`src/rtl/lifegen_pkg.sv`:
```
package lifegen_pkg;

    // 3x3 neighborhood: top row in bits 0..2, middle row 3..5, bottom row 6..8,
    // newest column in the low bit of each group
    typedef logic [8:0] t_window;

    localparam int WINDOW_BITS = 9;
    localparam int CENTER_BIT  = 4;

    // B3/S23
    localparam logic [3:0] BIRTH_COUNT   = 4'd3;
    localparam logic [3:0] SURVIVE_COUNT = 4'd2;

endpackage

```
`src/rtl/lifegen_ram.sv`:
```
module lifegen_ram #(
    parameter int WIDTH = 2,
    parameter int DEPTH = 256
) (
    input  logic                     i_clk,
    input  logic                     i_wr_en,
    input  logic [$clog2(DEPTH)-1:0] i_wr_addr,
    input  logic [WIDTH-1:0]         i_wr_data,
    input  logic                     i_rd_en,
    input  logic [$clog2(DEPTH)-1:0] i_rd_addr,
    output logic [WIDTH-1:0]         o_rd_data
);

    logic [WIDTH-1:0] r_mem [DEPTH];
    logic [WIDTH-1:0] r_rd_data;

    // one write port, one registered read port; read data holds without a read
    always_ff @(posedge i_clk) begin
        if (i_wr_en) begin
            r_mem[i_wr_addr] <= i_wr_data;
        end
        if (i_rd_en) begin
            r_rd_data <= r_mem[i_rd_addr];
        end
    end

    assign o_rd_data = r_rd_data;

endmodule

```
`src/rtl/lifegen_rule.sv`:
```
module lifegen_rule (
    input  lifegen_pkg::t_window i_window,
    output logic                 o_next_alive
);

    logic [3:0] count;
    logic       center;

    // eight-neighbor popcount, center excluded
    always_comb begin
        count = 4'd0;
        for (int k = 0; k < lifegen_pkg::WINDOW_BITS; k++) begin
            if (k != lifegen_pkg::CENTER_BIT) begin
                count = count + 4'(i_window[k]);
            end
        end
    end

    assign center = i_window[lifegen_pkg::CENTER_BIT];

    assign o_next_alive = (count == lifegen_pkg::BIRTH_COUNT) ||
                          (center && (count == lifegen_pkg::SURVIVE_COUNT));

endmodule

```
`src/rtl/life_automaton_generation_step.sv`:
```
// Next-generation engine for Conway's Life (B3/S23) on a bounded grid whose
// border cells are always dead. The current generation streams in one cell
// per transfer in raster order; a new cell is taken every cycle unless the
// output register holds a result that is not taken, and the result for the
// cell one row up and one column left passes through the registered read of
// the line-store RAM, then the window update, neighbor count and output register.
// The first row and first column of input give no result; the last row and
// column are never reported. Border cells are reported as dead. A write to
// either size register restarts the generation at row 0, column 0; sizes are
// clamped to [3, MAX_COLUMNS] and [3, MAX_ROWS]. Write configuration only
// while the block is idle. The line stores need no clearing after reset:
// their contents before the first two rows are written only reach border cells.
module life_automaton_generation_step #(
    parameter int MAX_COLUMNS = 256,
    parameter int MAX_ROWS    = 65535
) (
    input  logic        i_clk,
    input  logic        i_rst_n,

    input  logic        i_cfg_wr_en,
    input  logic [1:0]  i_cfg_index,
    input  logic [15:0] i_cfg_data,

    input  logic        i_in_valid,
    output logic        o_in_ready,
    input  logic        i_cell_alive,

    output logic        o_out_valid,
    input  logic        i_out_ready,
    output logic        o_next_alive,
    output logic [15:0] o_cell_row,
    output logic [7:0]  o_cell_column,
    output logic        o_frame_last
);

    localparam int CW  = $clog2(MAX_COLUMNS);
    localparam int RW  = $clog2(MAX_ROWS);
    localparam logic [1:0] CFG_COLUMNS = 2'd0;
    localparam logic [1:0] CFG_ROWS    = 2'd1;
    localparam logic [31:0] MIN_SIZE   = 32'd3;
    localparam logic [31:0] RESET_SIZE = 32'd256;

    function automatic logic [31:0] clamp_size(input logic [31:0] v, input logic [31:0] hi);
        logic [31:0] res;
        if (v < MIN_SIZE) begin
            res = MIN_SIZE;
        end else if (v > hi) begin
            res = hi;
        end else begin
            res = v;
        end
        return res;
    endfunction

    // configuration: clamped sizes
    logic [CW:0] r_cols;
    logic [RW:0] r_rows;
    logic        cfg_hit;

    assign cfg_hit = i_cfg_wr_en && (i_cfg_index == CFG_COLUMNS || i_cfg_index == CFG_ROWS);

    always_ff @(posedge i_clk) begin
        if (!i_rst_n) begin
            r_cols <= (CW+1)'(clamp_size(RESET_SIZE, 32'(MAX_COLUMNS)));
            r_rows <= (RW+1)'(clamp_size(RESET_SIZE, 32'(MAX_ROWS)));
        end else if (i_cfg_wr_en) begin
            case (i_cfg_index)
                CFG_COLUMNS: begin
                    r_cols <= (CW+1)'(clamp_size(32'(i_cfg_data[8:0]), 32'(MAX_COLUMNS)));
                end
                CFG_ROWS: begin
                    r_rows <= (RW+1)'(clamp_size(32'(i_cfg_data), 32'(MAX_ROWS)));
                end
                default: begin
                end
            endcase
        end
    end

    // pipeline handshake
    logic in_xfer;
    logic adv;
    logic r1_valid;
    logic r1_emit;
    logic r_out_valid;

    assign adv        = r1_valid && (!r1_emit || !r_out_valid || i_out_ready);
    assign o_in_ready = !r1_valid || adv;
    assign in_xfer    = i_in_valid && o_in_ready;

    // raster position of the next incoming cell
    logic [CW-1:0] r_col;
    logic [RW-1:0] r_row;
    logic          last_col;
    logic          last_row;

    assign last_col = ({1'b0, r_col} + 1'b1) >= r_cols;
    assign last_row = ({1'b0, r_row} + 1'b1) >= r_rows;

    always_ff @(posedge i_clk) begin
        if (!i_rst_n) begin
            r_col <= '0;
            r_row <= '0;
        end else if (cfg_hit) begin
            r_col <= '0;
            r_row <= '0;
        end else if (in_xfer) begin
            if (last_col) begin
                r_col <= '0;
                r_row <= last_row ? '0 : r_row + 1'b1;
            end else begin
                r_col <= r_col + 1'b1;
            end
        end
    end

    // stage 1: cell accepted, line-store read in flight
    logic          r1_bit;
    logic          r1_interior;
    logic          r1_frame_last;
    logic [CW-1:0] r1_col;
    logic [RW-1:0] r1_cr;
    logic [CW-1:0] r1_cc;

    always_ff @(posedge i_clk) begin
        if (!i_rst_n) begin
            r1_valid <= 1'b0;
            r1_emit  <= 1'b0;
        end else if (in_xfer) begin
            r1_valid <= 1'b1;
            r1_emit  <= (r_row != '0) && (r_col != '0);
        end else if (adv) begin
            r1_valid <= 1'b0;
        end
    end

    always_ff @(posedge i_clk) begin
        if (in_xfer) begin
            r1_bit        <= i_cell_alive;
            r1_col        <= r_col;
            r1_cr         <= r_row - 1'b1;
            r1_cc         <= r_col - 1'b1;
            r1_interior   <= (r_row > RW'(1)) && (r_col > CW'(1));
            r1_frame_last <= last_col && last_row;
        end
    end

    // line stores: bit 1 upper row, bit 0 middle row
    logic       ram_wr_en;
    logic [1:0] ram_wr_data;
    logic [1:0] ram_rd_data;
    logic [1:0] rd_eff;
    logic       r_fwd_hit;
    logic [1:0] r_fwd_data;

    assign ram_wr_en   = adv;
    assign ram_wr_data = {rd_eff[0], r1_bit};

    lifegen_ram #(
        .WIDTH(2),
        .DEPTH(MAX_COLUMNS)
    ) u_line_ram (
        .i_clk    (i_clk),
        .i_wr_en  (ram_wr_en),
        .i_wr_addr(r1_col),
        .i_wr_data(ram_wr_data),
        .i_rd_en  (in_xfer),
        .i_rd_addr(r_col),
        .o_rd_data(ram_rd_data)
    );

    // bypass when the read hits the column being written in the same cycle
    always_ff @(posedge i_clk) begin
        if (!i_rst_n) begin
            r_fwd_hit <= 1'b0;
        end else if (in_xfer) begin
            r_fwd_hit <= ram_wr_en && (r1_col == r_col);
        end
    end

    always_ff @(posedge i_clk) begin
        if (in_xfer) begin
            r_fwd_data <= ram_wr_data;
        end
    end

    assign rd_eff = r_fwd_hit ? r_fwd_data : ram_rd_data;

    // window shift and rule
    lifegen_pkg::t_window r_window;
    lifegen_pkg::t_window n_window;
    logic                 rule_alive;

    assign n_window = ((r_window << 1) & 9'h1B6)
                    | {2'b00, r1_bit, 2'b00, rd_eff[0], 2'b00, rd_eff[1]};

    always_ff @(posedge i_clk) begin
        if (!i_rst_n) begin
            r_window <= '0;
        end else if (adv) begin
            r_window <= n_window;
        end
    end

    lifegen_rule u_rule (
        .i_window    (n_window),
        .o_next_alive(rule_alive)
    );

    // output register
    logic        r_next_alive;
    logic [15:0] r_cell_row;
    logic [7:0]  r_cell_column;
    logic        r_frame_last;

    always_ff @(posedge i_clk) begin
        if (!i_rst_n) begin
            r_out_valid <= 1'b0;
        end else if (adv && r1_emit) begin
            r_out_valid <= 1'b1;
        end else if (i_out_ready) begin
            r_out_valid <= 1'b0;
        end
    end

    always_ff @(posedge i_clk) begin
        if (adv && r1_emit) begin
            r_next_alive  <= r1_interior && rule_alive;
            r_cell_row    <= 16'(32'(r1_cr));
            r_cell_column <= 8'(32'(r1_cc));
            r_frame_last  <= r1_frame_last;
        end
    end

    assign o_out_valid   = r_out_valid;
    assign o_next_alive  = r_next_alive;
    assign o_cell_row    = r_cell_row;
    assign o_cell_column = r_cell_column;
    assign o_frame_last  = r_frame_last;

endmodule

```
`config.mk`:
```
export PLATFORM = sky130hd
export DESIGN_NAME = life_automaton_generation_step
export DESIGN_NICKNAME = d
export VERILOG_FILES = /design/src/rtl/lifegen_pkg.sv /design/src/rtl/lifegen_ram.sv /design/src/rtl/lifegen_rule.sv /design/src/rtl/life_automaton_generation_step.sv
export SDC_FILE = /design/constraint.sdc
export NUM_CORES = 1
export LEC_CHECK = 0
export BUFFER_PORTS_ARGS = -buffer_cell sky130_fd_sc_hd__buf_2
export CAP_MARGIN = 20
export CELL_PAD_IN_SITES_DETAIL_PLACEMENT = 0
export CELL_PAD_IN_SITES_GLOBAL_PLACEMENT = 1
export CORE_UTILIZATION = 40
export DETAILED_ROUTE_END_ITERATION = 7
export PLACE_DENSITY_LB_ADDON = 0.1
export SYNTH_ARGS = -nofsm -noshare
export SYNTH_HDL_FRONTEND = slang
export SYNTH_SLANG_ARGS = --single-unit
export TNS_END_PERCENT = 5
```
`constraint.sdc`:
```
create_clock -name i_clk -period 15.35 [get_ports i_clk]
set_clock_uncertainty 0.05 [all_clocks]
set_input_delay 0.7675 -clock i_clk [delete_from_list [all_inputs] [get_ports i_clk]]
set_output_delay 0.7675 -clock i_clk [all_outputs]
set_load 0.02 [all_outputs]
```
==> impl_metrics.xml, run 1 <==
<?xml version="1.0" encoding="UTF-8"?>
<metrics>
  <group name="pwr">
    <metric name="power.leakage" unit="nW">9.31</metric>
    <metric name="vdd_drop_max" unit="µV">82.4</metric>
    <metric name="post-layout-total-power" unit="mW">3.69</metric>
    <metric name="cellPowerDensity" unit="mW/mm²">123</metric>
  </group>
  <group name="cells_and_area">
    <metric name="insertedDiodeCount" unit="">0</metric>
    <metric name="seqCellArea" unit="mm²">0.0185</metric>
    <metric name="layout.cells.most_common" unit="">sky130_fd_sc_hd__edfxtp_1</metric>
    <metric name="most_frequent_cells_in_the_layout" unit="">577 x sky130_fd_sc_hd__edfxtp_1, 274 x sky130_fd_sc_hd__nor2_1, 120 x sky130_fd_sc_hd__mux4_2</metric>
    <metric name="layout_cell_share_with_drive_strength_beyond_1" unit="%">17.5</metric>
    <metric name="multi_input_comb_area" unit="mm²">0.00770</metric>
    <metric name="filler_cell_count" unit="">5865</metric>
    <metric name="finish.net_count" unit="">1837</metric>
    <metric name="synthToLayoutAreaGrowth" unit="%">11.8</metric>
    <metric name="layout.core_utilization" unit="%">45.4</metric>
  </group>
  <group name="detailed_routing">
    <metric name="detail_route.vias_per_cell" unit="">5.56</metric>
    <metric name="routed-via-count" unit="">15000</metric>
    <metric name="drt-pass1-iter-count" unit="">4</metric>
    <metric name="detail_route.drc_violations" unit="">0</metric>
    <metric name="first_iter_violations" unit="">996</metric>
    <metric name="wl_per_cell" unit="µm">26.0</metric>
    <metric name="routed_wl" unit="µm">69800</metric>
    <metric name="final_antenna_net_count" unit="">0</metric>
  </group>
  <group name="cts">
    <metric name="worst_skew_pair.late_latency" unit="ps">610</metric>
    <metric name="htreeDepth" unit="">3</metric>
    <metric name="cts.path.max_buffers" unit="">3</metric>
    <metric name="cts_buffers" unit="">72</metric>
    <metric name="post-cts-setup-buffers" unit="">0</metric>
    <metric name="post_cts_resized" unit="">0</metric>
    <metric name="clock_sinks" unit="">636</metric>
    <metric name="cts.root.buffer_cell" unit="">sky130_fd_sc_hd__clkbuf_16</metric>
    <metric name="cts_tree" unit="">yes</metric>
    <metric name="clk_pin_slew_worst_paths" unit="ps">60</metric>
    <metric name="hold_buffers" unit="">0</metric>
  </group>
  <group name="global_routing">
    <metric name="grt_max_degree" unit="">173</metric>
    <metric name="overflow" unit="">0</metric>
    <metric name="grt_use_total" unit="%">21.0</metric>
    <metric name="grt_first_pass_wirelength" unit="µm">104000</metric>
    <metric name="number_of_antenna_violations_at_the_first_check_in_global_routing" unit="">1</metric>
    <metric name="via_count_of_the_first_global_routing_pass" unit="">15700</metric>
  </group>
  <group name="floorplanning">
    <metric name="die_h" unit="µm">261</metric>
    <metric name="core-area" unit="mm²">0.0662</metric>
    <metric name="fp-row-count" unit="">94</metric>
    <metric name="die_w" unit="µm">261</metric>
    <metric name="count_of_pins_on_the_block_boundary" unit="">52</metric>
    <metric name="initial_core_util" unit="%">40.7</metric>
    <metric name="die_area" unit="mm²">0.0683</metric>
  </group>
  <group name="yosys">
    <metric name="netlist_area" unit="mm²">0.0269</metric>
    <metric name="count_of_warnings_emitted_by_yosys" unit="">0</metric>
    <metric name="synth_sequential_area_ratio" unit="%">68.8</metric>
    <metric name="synth.area.top_cells" unit="">sky130_fd_sc_hd__edfxtp_1 64%, sky130_fd_sc_hd__mux4_2 10%, sky130_fd_sc_hd__dfxtp_1 4.4%</metric>
    <metric name="synth_edf_count" unit="">577</metric>
    <metric name="synth_cells" unit="">1748</metric>
    <metric name="synthesis.area_per_instance" unit="µm²">15.4</metric>
    <metric name="synth_ff_type" unit="">sky130_fd_sc_hd__edfxtp_1</metric>
    <metric name="synthDominantCellAreaShare" unit="%">64.4</metric>
    <metric name="synth_fp_nets" unit="">1811</metric>
    <metric name="synth_area_leader_cell" unit="">sky130_fd_sc_hd__edfxtp_1</metric>
    <metric name="synthArstFlopShare" unit="%">0</metric>
    <metric name="post_synth_num_cell_types" unit="">71</metric>
    <metric name="ys_seq_elements" unit="">636</metric>
  </group>
  <group name="timing">
    <metric name="slew_violations" unit="">0</metric>
    <metric name="timing.final.setup_violations" unit="">0</metric>
    <metric name="fmax" unit="MHz">222</metric>
    <metric name="final_period_minus_worst_setup_slack" unit="ps">4500</metric>
    <metric name="rsz0062_at_grt" unit="">false</metric>
    <metric name="timing_hold_violations_final" unit="">0</metric>
    <metric name="final_setup_tns" unit="ps">0</metric>
    <metric name="final_cycle_utilization_of_the_critical_path" unit="%">29.3</metric>
    <metric name="holdWs" unit="ps">291</metric>
    <metric name="timing.max_slew.rel_slack" unit="%">26.3</metric>
    <metric name="tightestPinTransition" unit="ps">1110</metric>
  </group>
  <group name="setup_path">
    <metric name="worst_path_max_fanout" unit="">24</metric>
    <metric name="path_buf_inv" unit="">1</metric>
    <metric name="critPathArrivalTime" unit="ps">4930</metric>
    <metric name="worstSetupPathType" unit="">flop to flop</metric>
    <metric name="worstPathRequired" unit="ps">15780</metric>
    <metric name="cpLargestDelayFamily" unit="">compound AO/OA/AOI/OAI gates</metric>
    <metric name="slowest_stage" unit="">sky130_fd_sc_hd__a21oi_1</metric>
    <metric name="setup.worst_path.start_class" unit="">flop</metric>
    <metric name="critical_path.cell_chain" unit="">buf_4 -&gt; and2_1 -&gt; nand2_1 -&gt; nor2_1 -&gt; xor2_1 -&gt; ha_1 -&gt; and3_1 -&gt; a211o_1 -&gt; a311o_1 -&gt; a21oi_1 -&gt; nor4_4 -&gt; a22o_1</metric>
    <metric name="end_kind" unit="">flop</metric>
    <metric name="worst_path_largest_cell_delay" unit="ps">850</metric>
  </group>
  <group name="run_status">
    <metric name="status" unit="">finished, final reports clean</metric>
  </group>
  <group name="job">
    <metric name="maxCapViolCount" unit="">0</metric>
  </group>
  <group name="placed_design">
    <metric name="post-dp-hpwl" unit="µm">40700</metric>
    <metric name="gp_congestion" unit="">0.796</metric>
    <metric name="port_buffers" unit="">51</metric>
  </group>
  <group name="min_path">
    <metric name="min-delay-path-class" unit="">input port to flop</metric>
  </group>
</metrics>
worst reg2reg max path, delay by kind of cell (launching register included):
kind	cells	cell delay (ps)
AND/OR/NAND/NOR	5	960
adder cells (fa/ha/maj)	1	270
XOR/XNOR	1	220
buffers and inverters	1	500
AO/OA/AOI/OAI	4	1810
flip-flops	1	570
synthesized netlist by cell type, types with 7 or more instances:
library cell,instances
sky130_fd_sc_hd__and3_1,11
sky130_fd_sc_hd__mux2i_1,20
sky130_fd_sc_hd__xnor2_1,20
sky130_fd_sc_hd__buf_2,27
sky130_fd_sc_hd__clkbuf_1,69
sky130_fd_sc_hd__nand4_1,7
sky130_fd_sc_hd__dfxtp_1,59
sky130_fd_sc_hd__o22ai_1,11
sky130_fd_sc_hd__a21o_1,7
sky130_fd_sc_hd__xor2_1,27
sky130_fd_sc_hd__buf_6,13
sky130_fd_sc_hd__nand2_1,104
sky130_fd_sc_hd__nor3b_1,7
sky130_fd_sc_hd__ha_1,35
sky130_fd_sc_hd__a21boi_0,21
sky130_fd_sc_hd__a211oi_1,7
sky130_fd_sc_hd__a21oi_1,31
sky130_fd_sc_hd__nor2b_1,32
sky130_fd_sc_hd__a22oi_1,34
sky130_fd_sc_hd__nor3_1,12
sky130_fd_sc_hd__inv_1,39
sky130_fd_sc_hd__a22o_1,16
sky130_fd_sc_hd__nand2b_1,10
sky130_fd_sc_hd__nor4_1,11
sky130_fd_sc_hd__nand3_1,43
sky130_fd_sc_hd__buf_1,8
sky130_fd_sc_hd__edfxtp_1,577
sky130_fd_sc_hd__nor2_1,275
sky130_fd_sc_hd__mux4_2,120
kinds of logic after synthesis:
group,synth area share [%]
xor gates and xnor gates,1.53
adders and majority gates,1.92
and+or+nand+nor,8.88
muxes,11.0
buffers and inverters,2.83
AOI/OAI and AO/OA,5.13
DFF,68.8
per-stage QoR:
stage | std cells | area (µm²) | worst slack [ps]
after floorplan | 1748 | 26900 | 9520
after global placement | 2563 | 27900 | 10980
after detailed placement | 2563 | 27900 | 10930
after CTS | 2689 | 30100 | 10910
after global routing | 2690 | 30100 | 10640
final | 2690 | 30100 | 10850
area by class of cell:
cell class | count | area share (%)
timing repair buffer | 73 | 1.55
inverter | 41 | 0.528
sequential | 636 | 61.5
clock inverter | 35 | 0.852
multi-input combinational | 950 | 25.6
tap | 864 | 3.59
clock buffer | 91 | 6.37
flip-flops by register name (all words and copies together), names as in the netlist, 8 cells and up:
name,cells
u_line_ram.r_mem,512
o_cell_row,16
r1_cr,16
r_row,16
r_rows,16
r_cols,9
o_cell_column,8
r1_cc,8
r1_col,8
r_col,8
worst paths after layout:
kind	startpoint	end	slack, ps	cells past startpoint
setup / recovery	r_col[2]	r_row[11]	10850	12
hold / removal	i_cell_alive	r1_bit	290	1
hold reg to reg	r1_cr[15]	o_cell_row[15]	370	0
setup reg to reg	r_col[2]	r_row[11]	10850	12
power breakdown:
group          total (mW)  switching, mW  internal, mW  leakage, nW
registers            1.92         0.0118          1.91         5.64
clock network        1.61          0.675         0.932         1.06
logic               0.168          0.105        0.0629         2.62
layer usage:
layer,up-vias,wire [µm],track usage [%]
met4,2,1740,6.15
met5,-,13,0
met3,108,3320,3.68
met1,7757,29900,27.6
li1,6705,-,-
met2,380,34900,35.5
No activity file was read; power rests on OpenSTA's default activity.
==> inputs of run 2 (changes only) <==
clock period = 3.65 ns   (was 15.35 ns; I/O delays follow)
==> impl_metrics.xml, run 2 (same netlist as run 1, synthesis figures left out) <==
<?xml version="1.0" encoding="UTF-8"?>
<metrics>
  <group name="placed_design">
    <metric name="gp_congestion" unit="">0.776</metric>
    <metric name="port_buffers" unit="">51</metric>
    <metric name="placed_area" unit="mm²">0.0284</metric>
    <metric name="post-dp-hpwl" unit="µm">42300</metric>
  </group>
  <group name="detailed_routing">
    <metric name="detail_route.drc_violations" unit="">0</metric>
    <metric name="routed-via-count" unit="">15200</metric>
    <metric name="routed_wl" unit="µm">70400</metric>
    <metric name="drt-pass1-iter-count" unit="">5</metric>
    <metric name="final_antenna_net_count" unit="">0</metric>
    <metric name="wl_per_cell" unit="µm">25.6</metric>
    <metric name="first_iter_violations" unit="">1287</metric>
    <metric name="detail_route.vias_per_cell" unit="">5.51</metric>
  </group>
  <group name="cells_and_area">
    <metric name="registers.top_by_ff_count" unit="">u_line_ram.r_mem</metric>
    <metric name="filler_cell_count" unit="">5779</metric>
    <metric name="layout.cells.most_common" unit="">sky130_fd_sc_hd__edfxtp_1</metric>
    <metric name="multi_input_comb_area" unit="mm²">0.00766</metric>
    <metric name="synthToLayoutAreaGrowth" unit="%">14.3</metric>
    <metric name="finish.net_count" unit="">1907</metric>
    <metric name="layout_cell_share_with_drive_strength_beyond_1" unit="%">19.5</metric>
    <metric name="most_frequent_cells_in_the_layout" unit="">577 x sky130_fd_sc_hd__edfxtp_1, 274 x sky130_fd_sc_hd__nor2_1, 120 x sky130_fd_sc_hd__mux4_2</metric>
    <metric name="insertedDiodeCount" unit="">0</metric>
    <metric name="seqCellArea" unit="mm²">0.0185</metric>
    <metric name="final_area" unit="mm²">0.0308</metric>
    <metric name="max_reg_flops" unit="">512</metric>
  </group>
  <group name="cts">
    <metric name="post-cts-setup-buffers" unit="">0</metric>
    <metric name="worst_skew_pair.late_latency" unit="ps">610</metric>
    <metric name="cts.root.buffer_cell" unit="">sky130_fd_sc_hd__clkbuf_16</metric>
    <metric name="cts_tree" unit="">yes</metric>
    <metric name="clock_sinks" unit="">636</metric>
    <metric name="htreeDepth" unit="">3</metric>
    <metric name="cts.path.max_buffers" unit="">3</metric>
    <metric name="clk_pin_slew_worst_paths" unit="ps">60</metric>
    <metric name="post_cts_resized" unit="">0</metric>
    <metric name="cts_buffers" unit="">71</metric>
  </group>
  <group name="setup_path">
    <metric name="crit_cells" unit="">11</metric>
    <metric name="worst_path_max_fanout" unit="">7</metric>
    <metric name="path_buf_inv" unit="">0</metric>
    <metric name="worst_path_largest_cell_delay" unit="ps">560</metric>
    <metric name="end_kind" unit="">flop</metric>
    <metric name="critical_path.cell_chain" unit="">ha_1 -&gt; and3_4 -&gt; nand3_1 -&gt; xnor2_1 -&gt; ha_1 -&gt; and4_1 -&gt; a221o_1 -&gt; a31oi_1 -&gt; o221ai_2 -&gt; or4_4 -&gt; o22ai_2</metric>
    <metric name="critPathArrivalTime" unit="ps">3910</metric>
    <metric name="worstPathRequired" unit="ps">4130</metric>
    <metric name="worstSetupPathType" unit="">flop to flop</metric>
    <metric name="slowest_stage" unit="">sky130_fd_sc_hd__or4_4</metric>
    <metric name="setup.worst_path.start_class" unit="">flop</metric>
    <metric name="crit_path_frequent_cell" unit="">sky130_fd_sc_hd__ha_1</metric>
    <metric name="worst_r2r_path_depth" unit="">11</metric>
    <metric name="cpLargestDelayFamily" unit="">simple AND/OR/NAND/NOR gates</metric>
  </group>
  <group name="floorplanning">
    <metric name="initial_core_util" unit="%">40.7</metric>
    <metric name="core-area" unit="mm²">0.0662</metric>
    <metric name="die_h" unit="µm">261</metric>
    <metric name="die_area" unit="mm²">0.0683</metric>
    <metric name="die_w" unit="µm">261</metric>
    <metric name="fp-row-count" unit="">94</metric>
    <metric name="count_of_pins_on_the_block_boundary" unit="">52</metric>
  </group>
  <group name="timing">
    <metric name="timing_hold_violations_final" unit="">0</metric>
    <metric name="holdWs" unit="ps">147</metric>
    <metric name="final_cycle_utilization_of_the_critical_path" unit="%">94.0</metric>
    <metric name="timing.max_slew.rel_slack" unit="%">22.2</metric>
    <metric name="timing.final.setup_violations" unit="">0</metric>
    <metric name="final_period_minus_worst_setup_slack" unit="ps">3430</metric>
    <metric name="fmax" unit="MHz">291</metric>
    <metric name="rsz0062_at_grt" unit="">false</metric>
    <metric name="slew_violations" unit="">0</metric>
    <metric name="tightestPinTransition" unit="ps">1170</metric>
  </group>
  <group name="min_path">
    <metric name="hold_path_depth" unit="">4</metric>
    <metric name="min-delay-path-class" unit="">input port to flop</metric>
  </group>
  <group name="global_routing">
    <metric name="overflow" unit="">0</metric>
    <metric name="grt_use_total" unit="%">21.1</metric>
    <metric name="grt_max_degree" unit="">259</metric>
    <metric name="via_count_of_the_first_global_routing_pass" unit="">15800</metric>
    <metric name="number_of_antenna_violations_at_the_first_check_in_global_routing" unit="">0</metric>
    <metric name="grt_first_pass_wirelength" unit="µm">104000</metric>
  </group>
  <group name="run_status">
    <metric name="status" unit="">finished, final reports clean</metric>
  </group>
  <group name="pwr">
    <metric name="cellPowerDensity" unit="mW/mm²">510</metric>
    <metric name="vdd_drop_max" unit="µV">343</metric>
    <metric name="power.leakage" unit="nW">9.69</metric>
  </group>
  <group name="job">
    <metric name="maxCapViolCount" unit="">0</metric>
  </group>
</metrics>
## run 2: changes by cell type in the layout (fill, tap and decap cells not counted), moves of 2 or more
cell,previous run,this run
sky130_fd_sc_hd__nand2_2,5,1
sky130_fd_sc_hd__nor2b_4,2,0
sky130_fd_sc_hd__clkbuf_8,0,4
sky130_fd_sc_hd__buf_12,2,11
sky130_fd_sc_hd__nand2_1,99,103
sky130_fd_sc_hd__nand3_2,4,0
sky130_fd_sc_hd__nand3_1,39,43
sky130_fd_sc_hd__dlygate4sd3_1,0,21
sky130_fd_sc_hd__buf_4,19,61
sky130_fd_sc_hd__clkinv_1,17,14
sky130_fd_sc_hd__clkbuf_1,17,10
sky130_fd_sc_hd__nor2b_2,0,2
## run 2: report_power, final
group | leakage (nW) | internal (mW) | total, mW | switching [mW]
clock | 1.08 | 4.04 | 6.88 | 2.83
sequential | 5.64 | 8.02 | 8.04 | 0.0274
combinational | 2.98 | 0.299 | 0.764 | 0.465
## run 2: repair_timing
item | in CTS | in global routing
hold buffers | 21 | 0
setup endpoints to repair | 0 | 0
endpoints found under the hold margin | 27 | 0
## run 2: routing by layer
layer / track usage, % / routed length (µm)
met4: 6.86 / 1970
met2: 35.3 / 35000
met3: 4.21 / 3630
met5: 0 / 0
met1: 27.6 / 29800
## run 2: final cells by class
class                      count  share of cell area (%)
clock buffer                  88                    6.32
clock inverter                32                   0.874
inverter                      41                   0.516
multi-input combinational    950                    24.9
sequential                   636                    60.2
tap                          864                    3.51
timing repair buffer         144                    3.72
## run 2: metrics by stage
step,setup TNS [ps],std cells,utilization (%),worst slack [ps],total power [mW]
detailed placement,0,2614,42.8,268,8.96
floorplan,-242330,1748,-,-1990,8.73
CTS,0,2755,46.5,254,15.9
global route,0,2755,46.5,63.3,16.2
finish,0,2755,46.5,218,15.7
global placement,0,2614,42.8,303,8.96
## run 2: final timing paths
| path | from | endpoint | slack, ps |
|---|---|---|---|
| hold reg to reg | r1_cr[3] | o_cell_row[3] | 370 |
| setup / recovery | r_row[1] | r_row[1] | 220 |
| setup reg to reg | r_row[1] | r_row[1] | 220 |
| hold / removal | i_cfg_index[0] | r_rows[13] | 150 |
## run 2: worst min-delay path, cell delays in order
cell and delay, ps:
sky130_fd_sc_hd__buf_2 90, sky130_fd_sc_hd__nand2_1 260, sky130_fd_sc_hd__nand2_1 150, sky130_fd_sc_hd__a21boi_0 60
